## src/rtl/hcbd_pkg.sv

```systemverilog
// Shared types and constants for the chunked body decoder.
// No dependencies; compiled first.
package hcbd_pkg;

  localparam int MAX_SIZE_DIGITS = 8;   // 1..15
  localparam int COUNT_BITS      = 32;  // 8..64
  localparam int LEN_BITS        = 32;
  localparam int CAP_BITS        = ((COUNT_BITS > LEN_BITS) ? COUNT_BITS : LEN_BITS) + 1;

  localparam logic [7:0] CHAR_CR = 8'h0d;
  localparam logic [7:0] CHAR_LF = 8'h0a;

  typedef enum logic [1:0] {
    KIND_BYTE     = 2'd0,
    KIND_DONE     = 2'd1,
    KIND_FORMAT   = 2'd2,
    KIND_CAPACITY = 2'd3
  } kind_t;

  // configuration register indexes
  localparam logic CFG_HEADERS_PRESENT = 1'b0;
  localparam logic CFG_MAX_BODY_LENGTH = 1'b1;

  typedef struct packed {
    logic                headers_present;
    logic [LEN_BITS-1:0] max_body_length;
  } cfg_t;

  typedef struct packed {
    logic                valid;
    logic [7:0]          out_byte;
    kind_t               kind;
    logic [LEN_BITS-1:0] body_length;
  } res_t;

endpackage

```

## src/rtl/hcbd_in_if.sv

```systemverilog
// Input byte channel of the chunked body decoder.
// Depends on nothing but the handshake convention valid/ready.
interface hcbd_in_if;
  logic       valid;
  logic       ready;
  logic [7:0] in_byte;
  logic       start_message;

  modport source (output valid, in_byte, start_message, input ready);
  modport sink   (input valid, in_byte, start_message, output ready);
endinterface

```

## src/rtl/hcbd_out_if.sv

```systemverilog
// Result channel of the chunked body decoder.
// Depends on hcbd_pkg for the kind codes and length width.
interface hcbd_out_if import hcbd_pkg::*; ();
  logic                valid;
  logic                ready;
  logic [7:0]          out_byte;
  kind_t               kind;
  logic [LEN_BITS-1:0] body_length;

  modport source (output valid, out_byte, kind, body_length, input ready);
  modport sink   (input valid, out_byte, kind, body_length, output ready);
endinterface

```

## src/rtl/hcbd_parser.sv

```systemverilog
// Byte-wise chunked-encoding parser: state registers and next-state logic.
// Result is combinational from the accepted byte; depends on hcbd_pkg.
module hcbd_parser import hcbd_pkg::*; (
  input  logic       clk,
  input  logic       rst_n,
  input  cfg_t       cfg,
  input  logic       accept,
  input  logic [7:0] in_byte,
  input  logic       start_message,
  output res_t       res
);

  typedef enum logic [2:0] {
    PH_HEADER  = 3'd0,
    PH_DIGITS  = 3'd1,
    PH_LINE    = 3'd2,
    PH_DATA    = 3'd3,
    PH_DATA_CR = 3'd4,
    PH_DATA_LF = 3'd5,
    PH_DONE    = 3'd6,
    PH_ERROR   = 3'd7
  } phase_t;

  phase_t                phase_r, phase_nxt, ph;
  logic [1:0]            tm_r, tm_nxt, tm;
  logic [COUNT_BITS-1:0] cr_r, cr_nxt, cr, cr_dec;
  logic [3:0]            dc_r, dc_nxt, dc;
  logic [COUNT_BITS-1:0] pc_r, pc_nxt, pc;
  logic [4:0]            hex;
  logic [CAP_BITS-1:0]   total;

  // {valid, value}
  function automatic logic [4:0] hex_decode(input logic [7:0] b);
    logic [4:0] r;
    r = 5'd0;
    if (b >= "0" && b <= "9")      r = {1'b1, 4'(b - "0")};
    else if (b >= "a" && b <= "f") r = {1'b1, 4'(b - "a" + 8'd10)};
    else if (b >= "A" && b <= "F") r = {1'b1, 4'(b - "A" + 8'd10)};
    return r;
  endfunction

  always_comb begin
    // start_message restarts the parser before this byte is parsed
    ph = start_message ? (cfg.headers_present ? PH_HEADER : PH_DIGITS) : phase_r;
    tm = start_message ? 2'd0 : tm_r;
    cr = start_message ? '0 : cr_r;
    dc = start_message ? 4'd0 : dc_r;
    pc = start_message ? '0 : pc_r;

    phase_nxt = ph;
    tm_nxt    = tm;
    cr_nxt    = cr;
    dc_nxt    = dc;
    pc_nxt    = pc;

    hex    = hex_decode(in_byte);
    cr_dec = cr - COUNT_BITS'(1);
    total  = CAP_BITS'(pc) + CAP_BITS'(cr);

    res.valid    = 1'b0;
    res.out_byte = 8'd0;
    res.kind     = KIND_BYTE;

    unique case (ph)
      PH_HEADER: begin
        if (in_byte == (tm[0] ? CHAR_LF : CHAR_CR)) begin
          if (tm == 2'd3) begin
            tm_nxt    = 2'd0;
            phase_nxt = PH_DIGITS;
          end else begin
            tm_nxt = tm + 2'd1;
          end
        end else begin
          tm_nxt = (in_byte == CHAR_CR) ? 2'd1 : 2'd0;
        end
      end
      PH_DIGITS: begin
        if (hex[4]) begin
          if (dc >= 4'(MAX_SIZE_DIGITS)) begin
            phase_nxt = PH_ERROR;
            res.valid = 1'b1;
            res.kind  = KIND_FORMAT;
          end else begin
            cr_nxt = {cr[COUNT_BITS-5:0], hex[3:0]};
            dc_nxt = dc + 4'd1;
          end
        end else if (dc == 4'd0) begin
          phase_nxt = PH_ERROR;
          res.valid = 1'b1;
          res.kind  = KIND_FORMAT;
        end else begin
          phase_nxt = PH_LINE;
          tm_nxt    = (in_byte == CHAR_CR) ? 2'd1 : 2'd0;
        end
      end
      PH_LINE: begin
        if (tm == 2'd0) begin
          if (in_byte == CHAR_CR) tm_nxt = 2'd1;
        end else if (in_byte != CHAR_LF) begin
          phase_nxt = PH_ERROR;
          res.valid = 1'b1;
          res.kind  = KIND_FORMAT;
        end else begin
          tm_nxt = 2'd0;
          if (cr == '0) begin
            phase_nxt = PH_DONE;
            res.valid = 1'b1;
            res.kind  = KIND_DONE;
          end else if (total > CAP_BITS'(cfg.max_body_length)) begin
            phase_nxt = PH_ERROR;
            res.valid = 1'b1;
            res.kind  = KIND_CAPACITY;
          end else begin
            phase_nxt = PH_DATA;
          end
        end
      end
      PH_DATA: begin
        pc_nxt       = pc + COUNT_BITS'(1);
        cr_nxt       = cr_dec;
        if (cr_dec == '0) phase_nxt = PH_DATA_CR;
        res.valid    = 1'b1;
        res.out_byte = in_byte;
      end
      PH_DATA_CR: begin
        if (in_byte != CHAR_CR) begin
          phase_nxt = PH_ERROR;
          res.valid = 1'b1;
          res.kind  = KIND_FORMAT;
        end else begin
          phase_nxt = PH_DATA_LF;
        end
      end
      PH_DATA_LF: begin
        if (in_byte != CHAR_LF) begin
          phase_nxt = PH_ERROR;
          res.valid = 1'b1;
          res.kind  = KIND_FORMAT;
        end else begin
          phase_nxt = PH_DIGITS;
          dc_nxt    = 4'd0;
          cr_nxt    = '0;
        end
      end
      PH_DONE, PH_ERROR: begin
        // ignore everything until the next start
      end
      default: begin
        phase_nxt = PH_ERROR;
      end
    endcase

    res.body_length = LEN_BITS'(CAP_BITS'(pc_nxt));
  end

  always_ff @(posedge clk) begin
    if (!rst_n) begin
      phase_r <= PH_HEADER;
      tm_r    <= 2'd0;
      cr_r    <= '0;
      dc_r    <= 4'd0;
      pc_r    <= '0;
    end else if (accept) begin
      phase_r <= phase_nxt;
      tm_r    <= tm_nxt;
      cr_r    <= cr_nxt;
      dc_r    <= dc_nxt;
      pc_r    <= pc_nxt;
    end
  end

endmodule

```

## src/rtl/http_chunked_body_decoder.sv

```systemverilog
// HTTP/1.1 chunked body decoder, top level.
// Depends on hcbd_pkg, hcbd_in_if, hcbd_out_if and hcbd_parser.
// Usage:
//  - in_chan carries the response stream, one byte per transfer, with
//    start_message set on the first byte of each response.
//  - out_chan carries at most one result per input byte: a payload byte
//    (kind 0), body complete (kind 1), format error (kind 2) or capacity
//    exceeded (kind 3), with the running payload byte count.
//  - cfg_we/cfg_index/cfg_data write headers_present (index 0) and
//    max_body_length (index 1); write them only while the block is idle.
//    headers_present applies at the next start_message.
// Timing: one byte per cycle sustained while in_chan.ready is high. Each
// result is registered in the output register, or in the skid register
// while out_chan stalls; the parser's state update is combinational, and
// its longest path is the 33-bit add-and-compare of the capacity check.
// Reset puts the parser in header skip with a zero count and restores
// the register defaults (headers_present 1, max_body_length all ones).
// When out_chan stalls, the output register holds its result and a skid
// register takes one more; in_chan.ready drops only while both are full,
// so no result is ever lost or repeated.
module http_chunked_body_decoder import hcbd_pkg::*; (
  input  logic                clk,
  input  logic                rst_n,
  hcbd_in_if.sink             in_chan,
  hcbd_out_if.source          out_chan,
  input  logic                cfg_we,
  input  logic                cfg_index,
  input  logic [LEN_BITS-1:0] cfg_data
);

  cfg_t cfg_r;
  res_t res;
  res_t out_r;
  res_t skid_r;
  logic accept;
  logic out_free;

  // ---- configuration registers ----
  always_ff @(posedge clk) begin
    if (!rst_n) begin
      cfg_r.headers_present <= 1'b1;
      cfg_r.max_body_length <= '1;
    end else if (cfg_we) begin
      unique case (cfg_index)
        CFG_HEADERS_PRESENT: cfg_r.headers_present <= cfg_data[0];
        CFG_MAX_BODY_LENGTH: cfg_r.max_body_length <= cfg_data;
        default: ;
      endcase
    end
  end

  // take a new byte unless the skid slot is occupied
  assign in_chan.ready = !skid_r.valid;
  assign accept        = in_chan.valid && in_chan.ready;

  hcbd_parser u_parser (
    .clk           (clk),
    .rst_n         (rst_n),
    .cfg           (cfg_r),
    .accept        (accept),
    .in_byte       (in_chan.in_byte),
    .start_message (in_chan.start_message),
    .res           (res)
  );

  // ---- output register + skid ----
  assign out_free = !out_r.valid || out_chan.ready;

  always_ff @(posedge clk) begin
    if (!rst_n) begin
      out_r.valid  <= 1'b0;
      skid_r.valid <= 1'b0;
    end else if (out_free) begin
      if (skid_r.valid) begin
        out_r        <= skid_r;
        skid_r.valid <= 1'b0;
      end else begin
        out_r.valid       <= accept && res.valid;
        out_r.out_byte    <= res.out_byte;
        out_r.kind        <= res.kind;
        out_r.body_length <= res.body_length;
      end
    end else if (accept && res.valid) begin
      // output stalled: park the new result
      skid_r <= res;
    end
  end

  assign out_chan.valid       = out_r.valid;
  assign out_chan.out_byte    = out_r.out_byte;
  assign out_chan.kind        = out_r.kind;
  assign out_chan.body_length = out_r.body_length;

  // ---- assertions ----
  a_skid_needs_out: assert property (@(posedge clk) disable iff (!rst_n)
    skid_r.valid |-> out_r.valid)
    else $error("skid holds a result while output register is empty");

  a_skid_only_on_stall: assert property (@(posedge clk) disable iff (!rst_n)
    $rose(skid_r.valid) |-> $past(out_r.valid && !out_chan.ready))
    else $error("skid filled without an output stall");

  a_nonbyte_zero: assert property (@(posedge clk) disable iff (!rst_n)
    (out_r.valid && out_r.kind != KIND_BYTE) |-> (out_r.out_byte == 8'd0))
    else $error("status result carries a nonzero byte");

  a_no_accept_when_full: assert property (@(posedge clk) disable iff (!rst_n)
    (skid_r.valid && !out_chan.ready) |=> skid_r.valid)
    else $error("skid lost a result while output stalled");

endmodule
```

## src/flat_wrapper.sv

```systemverilog
// flat-port wrapper written by rule: the top's interface ports become plain ports
module http_chunked_body_decoder_flat import hcbd_pkg::*;
  (clk, rst_n, cfg_we, cfg_index, cfg_data, in_chan_valid, in_chan_in_byte, in_chan_start_message, in_chan_ready, out_chan_valid, out_chan_out_byte, out_chan_kind, out_chan_body_length, out_chan_ready);
  hcbd_in_if in_chan_i ();
  hcbd_out_if out_chan_i ();
  input  logic clk;
  input  logic rst_n;
  input  logic cfg_we;
  input  logic cfg_index;
  input  logic [LEN_BITS-1:0] cfg_data;
  input wire logic [$bits(in_chan_i.valid)-1:0] in_chan_valid;
  input wire logic [$bits(in_chan_i.in_byte)-1:0] in_chan_in_byte;
  input wire logic [$bits(in_chan_i.start_message)-1:0] in_chan_start_message;
  output wire logic [$bits(in_chan_i.ready)-1:0] in_chan_ready;
  output wire logic [$bits(out_chan_i.valid)-1:0] out_chan_valid;
  output wire logic [$bits(out_chan_i.out_byte)-1:0] out_chan_out_byte;
  output wire logic [$bits(out_chan_i.kind)-1:0] out_chan_kind;
  output wire logic [$bits(out_chan_i.body_length)-1:0] out_chan_body_length;
  input wire logic [$bits(out_chan_i.ready)-1:0] out_chan_ready;
  assign in_chan_i.valid = in_chan_valid;
  assign in_chan_i.in_byte = in_chan_in_byte;
  assign in_chan_i.start_message = in_chan_start_message;
  assign in_chan_ready = in_chan_i.ready;
  assign out_chan_valid = out_chan_i.valid;
  assign out_chan_out_byte = out_chan_i.out_byte;
  assign out_chan_kind = out_chan_i.kind;
  assign out_chan_body_length = out_chan_i.body_length;
  assign out_chan_i.ready = out_chan_ready;
  http_chunked_body_decoder u_core (.clk(clk), .rst_n(rst_n), .in_chan(in_chan_i), .out_chan(out_chan_i), .cfg_we(cfg_we), .cfg_index(cfg_index), .cfg_data(cfg_data));
endmodule
```

## config.mk

```make
export PLATFORM = sky130hd
export DESIGN_NAME = http_chunked_body_decoder_flat
export DESIGN_NICKNAME = d
export VERILOG_FILES = /design/src/rtl/hcbd_pkg.sv /design/src/rtl/hcbd_in_if.sv /design/src/rtl/hcbd_out_if.sv /design/src/rtl/hcbd_parser.sv /design/src/rtl/http_chunked_body_decoder.sv /design/src/flat_wrapper.sv
export SDC_FILE = /design/constraint.sdc
export NUM_CORES = 1
export LEC_CHECK = 0
export BUFFER_PORTS_ARGS = -buffer_cell sky130_fd_sc_hd__buf_4
export CAP_MARGIN = 20
export CORE_MARGIN = 2
export CORE_UTILIZATION = 25
export CTS_BUF_LIST = sky130_fd_sc_hd__clkbuf_8
export DETAILED_ROUTE_END_ITERATION = 8
export HOLD_SLACK_MARGIN = 0.06
export PLACE_DENSITY = 0.46
export SLEW_MARGIN = 10
export SYNTH_ARGS = -nofsm -noshare
export SYNTH_HDL_FRONTEND = slang
export SYNTH_SLANG_ARGS = --single-unit
```

## constraint.sdc

```tcl
create_clock -name clk -period 9.6 [get_ports clk]
set_input_delay 1.92 -clock clk [delete_from_list [all_inputs] [get_ports clk]]
set_output_delay 1.92 -clock clk [all_outputs]
set_load 0.03 [all_outputs]
```

==> results.cfg <==
[outcome]
status = completed

[synth]
synth_edf_count = 84
syn_area_mm2 = 0.0128
synth_top_area_share_pct = 19.6
ys_warn_count = 0
ys_seq_area_share_pct = 36.5
ys_ff_latch = 192
yosys-top-cells-area = edfxtp_1, dfxtp_1, ha_1
syn_nets = 1655
synth_cell_type_count = 81
syn_inst = 1537
synth_top_area_cell = edfxtp_1
syn_avg_cell_area_um2 = 8.36
async_flop_share_pct = 0
synth-main-ff-cell = dfxtp_1

[timing]
slew_violations = 0
finalSetupTns_ps = 0
fmax_ghz = 0.126
fin_skew_ps = 18.7
hold_violations = 0
worstMarginPinSlew_ps = 985
post-route-period-util_pct = 82.4
rsz0062_at_grt = false
setup_viol = 0
whs_ps = 490
fin_crit_ps = 7910
slew_headroom_pct = 33.7

[global_routing]
met2_usage_pct = 24.8
grt.total_usage_pct = 15.4
grt_pass1_wl_um = 64000
antenna_found_initial = 0
grt_overflow = 0
grt_busiest_layer = met2
grt_max_degree = 75
grt_use_met1_pct = 20.5
use_met3_pct = 1.77
grt_pass1_vias = 10867

[clock_network]
cts_tree = built
cts.sinks = 192
ctsResizeCount = 0
clock_path_buffers = 2
numCtsBuffers = 17
ctsHoldBuffers = 0
clkTransAtPathRegs_ps = 110
post-cts-setup-buffers = 0
clock_latency_ps = 530
htree_num_levels = 4
cts_root_buf = clkbuf_8

[power_and_ir_drop]
max-vdd-ir-drop_mv = 0.0768
p_comb_share_pct = 16.9
clockPowerShare_pct = 33.7
leakage_uw = 0.00588
netSwitchingPower_uw = 560
power_frac_seq_pct = 49.4
switching_share_pct = 30.7
p_per_area_mw_per_mm2 = 125
p_int_uw = 1270

[floorplan]
core-area_mm2 = 0.0511
die_width_um = 231
die_height_um = 231
start_util_pct = 25.1
num_rows = 83
dieArea_mm2 = 0.0532
ios = 91

[critical_path]
reg2reg_setup_slack_ps = 3250
cpPeakStageDelay_ps = 590
path_class = in2reg
crit_slowest_cell = buf_4
reg2regPathDepth = 22
crit_required_ps = 9760
start_kind = primary input
cpMostUsedCell = o21ai_0
r2r-start = u_core.u_parser.cr_r[12]$_SDFFE_PN0P_
rr_endpoint = u_core.skid_r[28]$_DFFE_PP_
arrival_ps = 8070
startpoint = in_chan_start_message
crit_end = u_core.skid_r[28]$_DFFE_PP_
cp.depth = 24
worstSetupEndpointType = register
cpLargestDelayFamily = compound AO/OA/AOI/OAI gates
crit_chain = buf_4 -> inv_1 -> nand2_1 -> inv_1 -> ha_1 -> a21o_1 -> a32o_1 -> o32ai_1 -> a21oi_1 -> o21ai_0 -> o21ai_0 -> a31oi_1 -> o21ai_0 -> xor2_1 -> ha_1 -> nand4_1 -> or3_1 -> o22ai_1 -> o311ai_0 -> a211o_1 -> o2111ai_1 -> nand2b_1 -> a31oi_4 -> buf_4
crit_buf_inv = 4
crit_fanout = 74

[route]
routedWlPerCell_um = 18.2
drt_wl_total_um = 41300
postRouteAntennaNets = 0
vias = 11461
drcViolationCount = 0
drt_iter0_markers = 770
avgViaCountPerCell = 5.06
drt-pass1-iter-count = 5

[finish]
final_layout_size_suffix_gt1_share_pct = 12.3
areaGrowthSynthToFinish_pct = 14.1
nets = 1688

[hold_path]
hold_class = reg2reg
min-delay-start = u_core.u_parser.tm_r[1]$_SDFFE_PN0P_

[placement]
port_buffers = 90
place.gp.congestion = 0.899
dp_hpwl_um = 30600

[flow_run]
maxCapViolCount = 0
==> how the worst min path moves through the flow <==
stage	end	slack [ps]	cells after the start
floorplan	u_core.cfg_r[32]$_SDFFE_PN1P_	440	2
global placement	u_core.u_parser.tm_r[1]$_SDFFE_PN0P_	470	2
detailed placement	u_core.u_parser.tm_r[1]$_SDFFE_PN0P_	470	2
CTS	u_core.u_parser.tm_r[1]$_SDFFE_PN0P_	490	2
global route	u_core.cfg_r[0]$_SDFFE_PN1P_	530	2
finish	u_core.u_parser.tm_r[1]$_SDFFE_PN0P_	490	2
==> placed cells by master, fill, tap and decap left out, types with 16 or more instances in the layout <==
master,n
o21ai_0,71
inv_1,72
a22oi_1,22
clkbuf_8,18
nand4_1,16
nor2_1,173
a21oi_1,98
nand3_1,25
nor2b_1,57
xnor2_1,51
o31ai_1,21
xor2_1,31
nor4_1,17
edfxtp_1,84
dfxtp_1,108
nor3_1,56
mux2_2,27
buf_4,109
o211ai_1,38
ha_1,70
nand2_1,157
a21o_1,23
==> flip-flops by register name (all words and copies together) (netlist names) <==
| register | flops |
|---|---|
| u_core.out_chan.body_length | 32 |
| u_core.u_parser.cr_r | 32 |
| u_core.cfg_r | 33 |
| u_core.u_parser.pc_r | 32 |
| u_core.u_parser.dc_r | 4 |
| u_core.skid_r | 43 |
| u_core.out_chan.kind | 2 |
| u_core.u_parser.tm_r | 2 |
| u_core.out_chan.valid | 1 |
| u_core.out_chan.out_byte | 8 |
| u_core.u_parser.phase_r | 3 |
==> tightest hold or removal path, cell delays in order, from the launching register on <==
cell     delay (ps)
dfxtp_1         330
o21ai_0          70
a21oi_1          60
==> logic make-up (layout without fill, tap and decap cells) <==
family / count (synthesis) / count (layout) / share of synthesized area (%)
buf+inv: 168 / 214 / 4.95
simple gates: 590 / 590 / 22.3
xor+xnor: 83 / 83 / 5.72
other cells: 0 / 1 / 0
fa+ha+maj: 74 / 74 / 7.21
mux: 37 / 37 / 3.15
compound gates: 393 / 393 / 20.2
flops: 192 / 192 / 36.5
==> layout make-up <==
class                   count  area (um^2)
clock buffers              18          248
diodes                      1         2.50
well taps                 680          851
clock inverters            14          200
repair buffers            110          838
fillers                  5483        36400
multi-input cells        1177         7560
flip-flops and latches    192         4680
inverters                  72          270
==> synthesized netlist by cell type, drive strengths merged (7+ instances only) <==
master / number
nor3: 57
xnor2: 52
buf: 18
and2: 10
edfxtp: 84
nand2b: 15
mux2: 27
nand3: 25
o21ai: 76
o21a: 10
dfxtp: 108
nor4: 20
nand4: 16
a21oi: 98
a221oi: 15
inv: 71
or4: 7
ha: 70
and3: 10
nor2b: 59
xor2: 31
o211ai: 38
o31ai: 22
a22oi: 22
a31oi: 13
mux2i: 10
a211oi: 8
a21o: 23
nand2: 158
o22ai: 9
clkbuf: 78
or2: 8
nor2: 174
==> power groups by stage <==
| stage | Sequential (uW) | Combinational, uW | Clock, uW |
|---|---|---|---|
| after global routing | 907 | 339 | 659 |
| after global placement | 921 | 306 | 0 |
| after floorplan | 928 | 193 | 0 |
| after CTS | 903 | 308 | 635 |
| final | 903 | 308 | 615 |
| after detailed placement | 921 | 306 | 0 |
==> per-stage QoR <==
stage | area [um^2] | setup slack, ps | cells | total power (uW) | utilization (%)
global route | 14700 | 1140 | 2263 | 1910 | 28.7
CTS | 14600 | 1710 | 2262 | 1850 | 28.6
global placement | 14200 | 1240 | 2230 | 1230 | 27.8
detailed placement | 14200 | 1180 | 2230 | 1230 | 27.8
floorplan | 12800 | 433 | 1537 | 1120 | -
finish | 14700 | 1690 | 2264 | 1830 | 28.7
==> metal layers <==
layer  vias to the layer above  wire (um)
li1                       5610          -
met1                      5464      19000
met2                       327      19100
met3                        60       1500
met4                         0       1700
met5                         -          0
(Power assumes the default switching activity.)
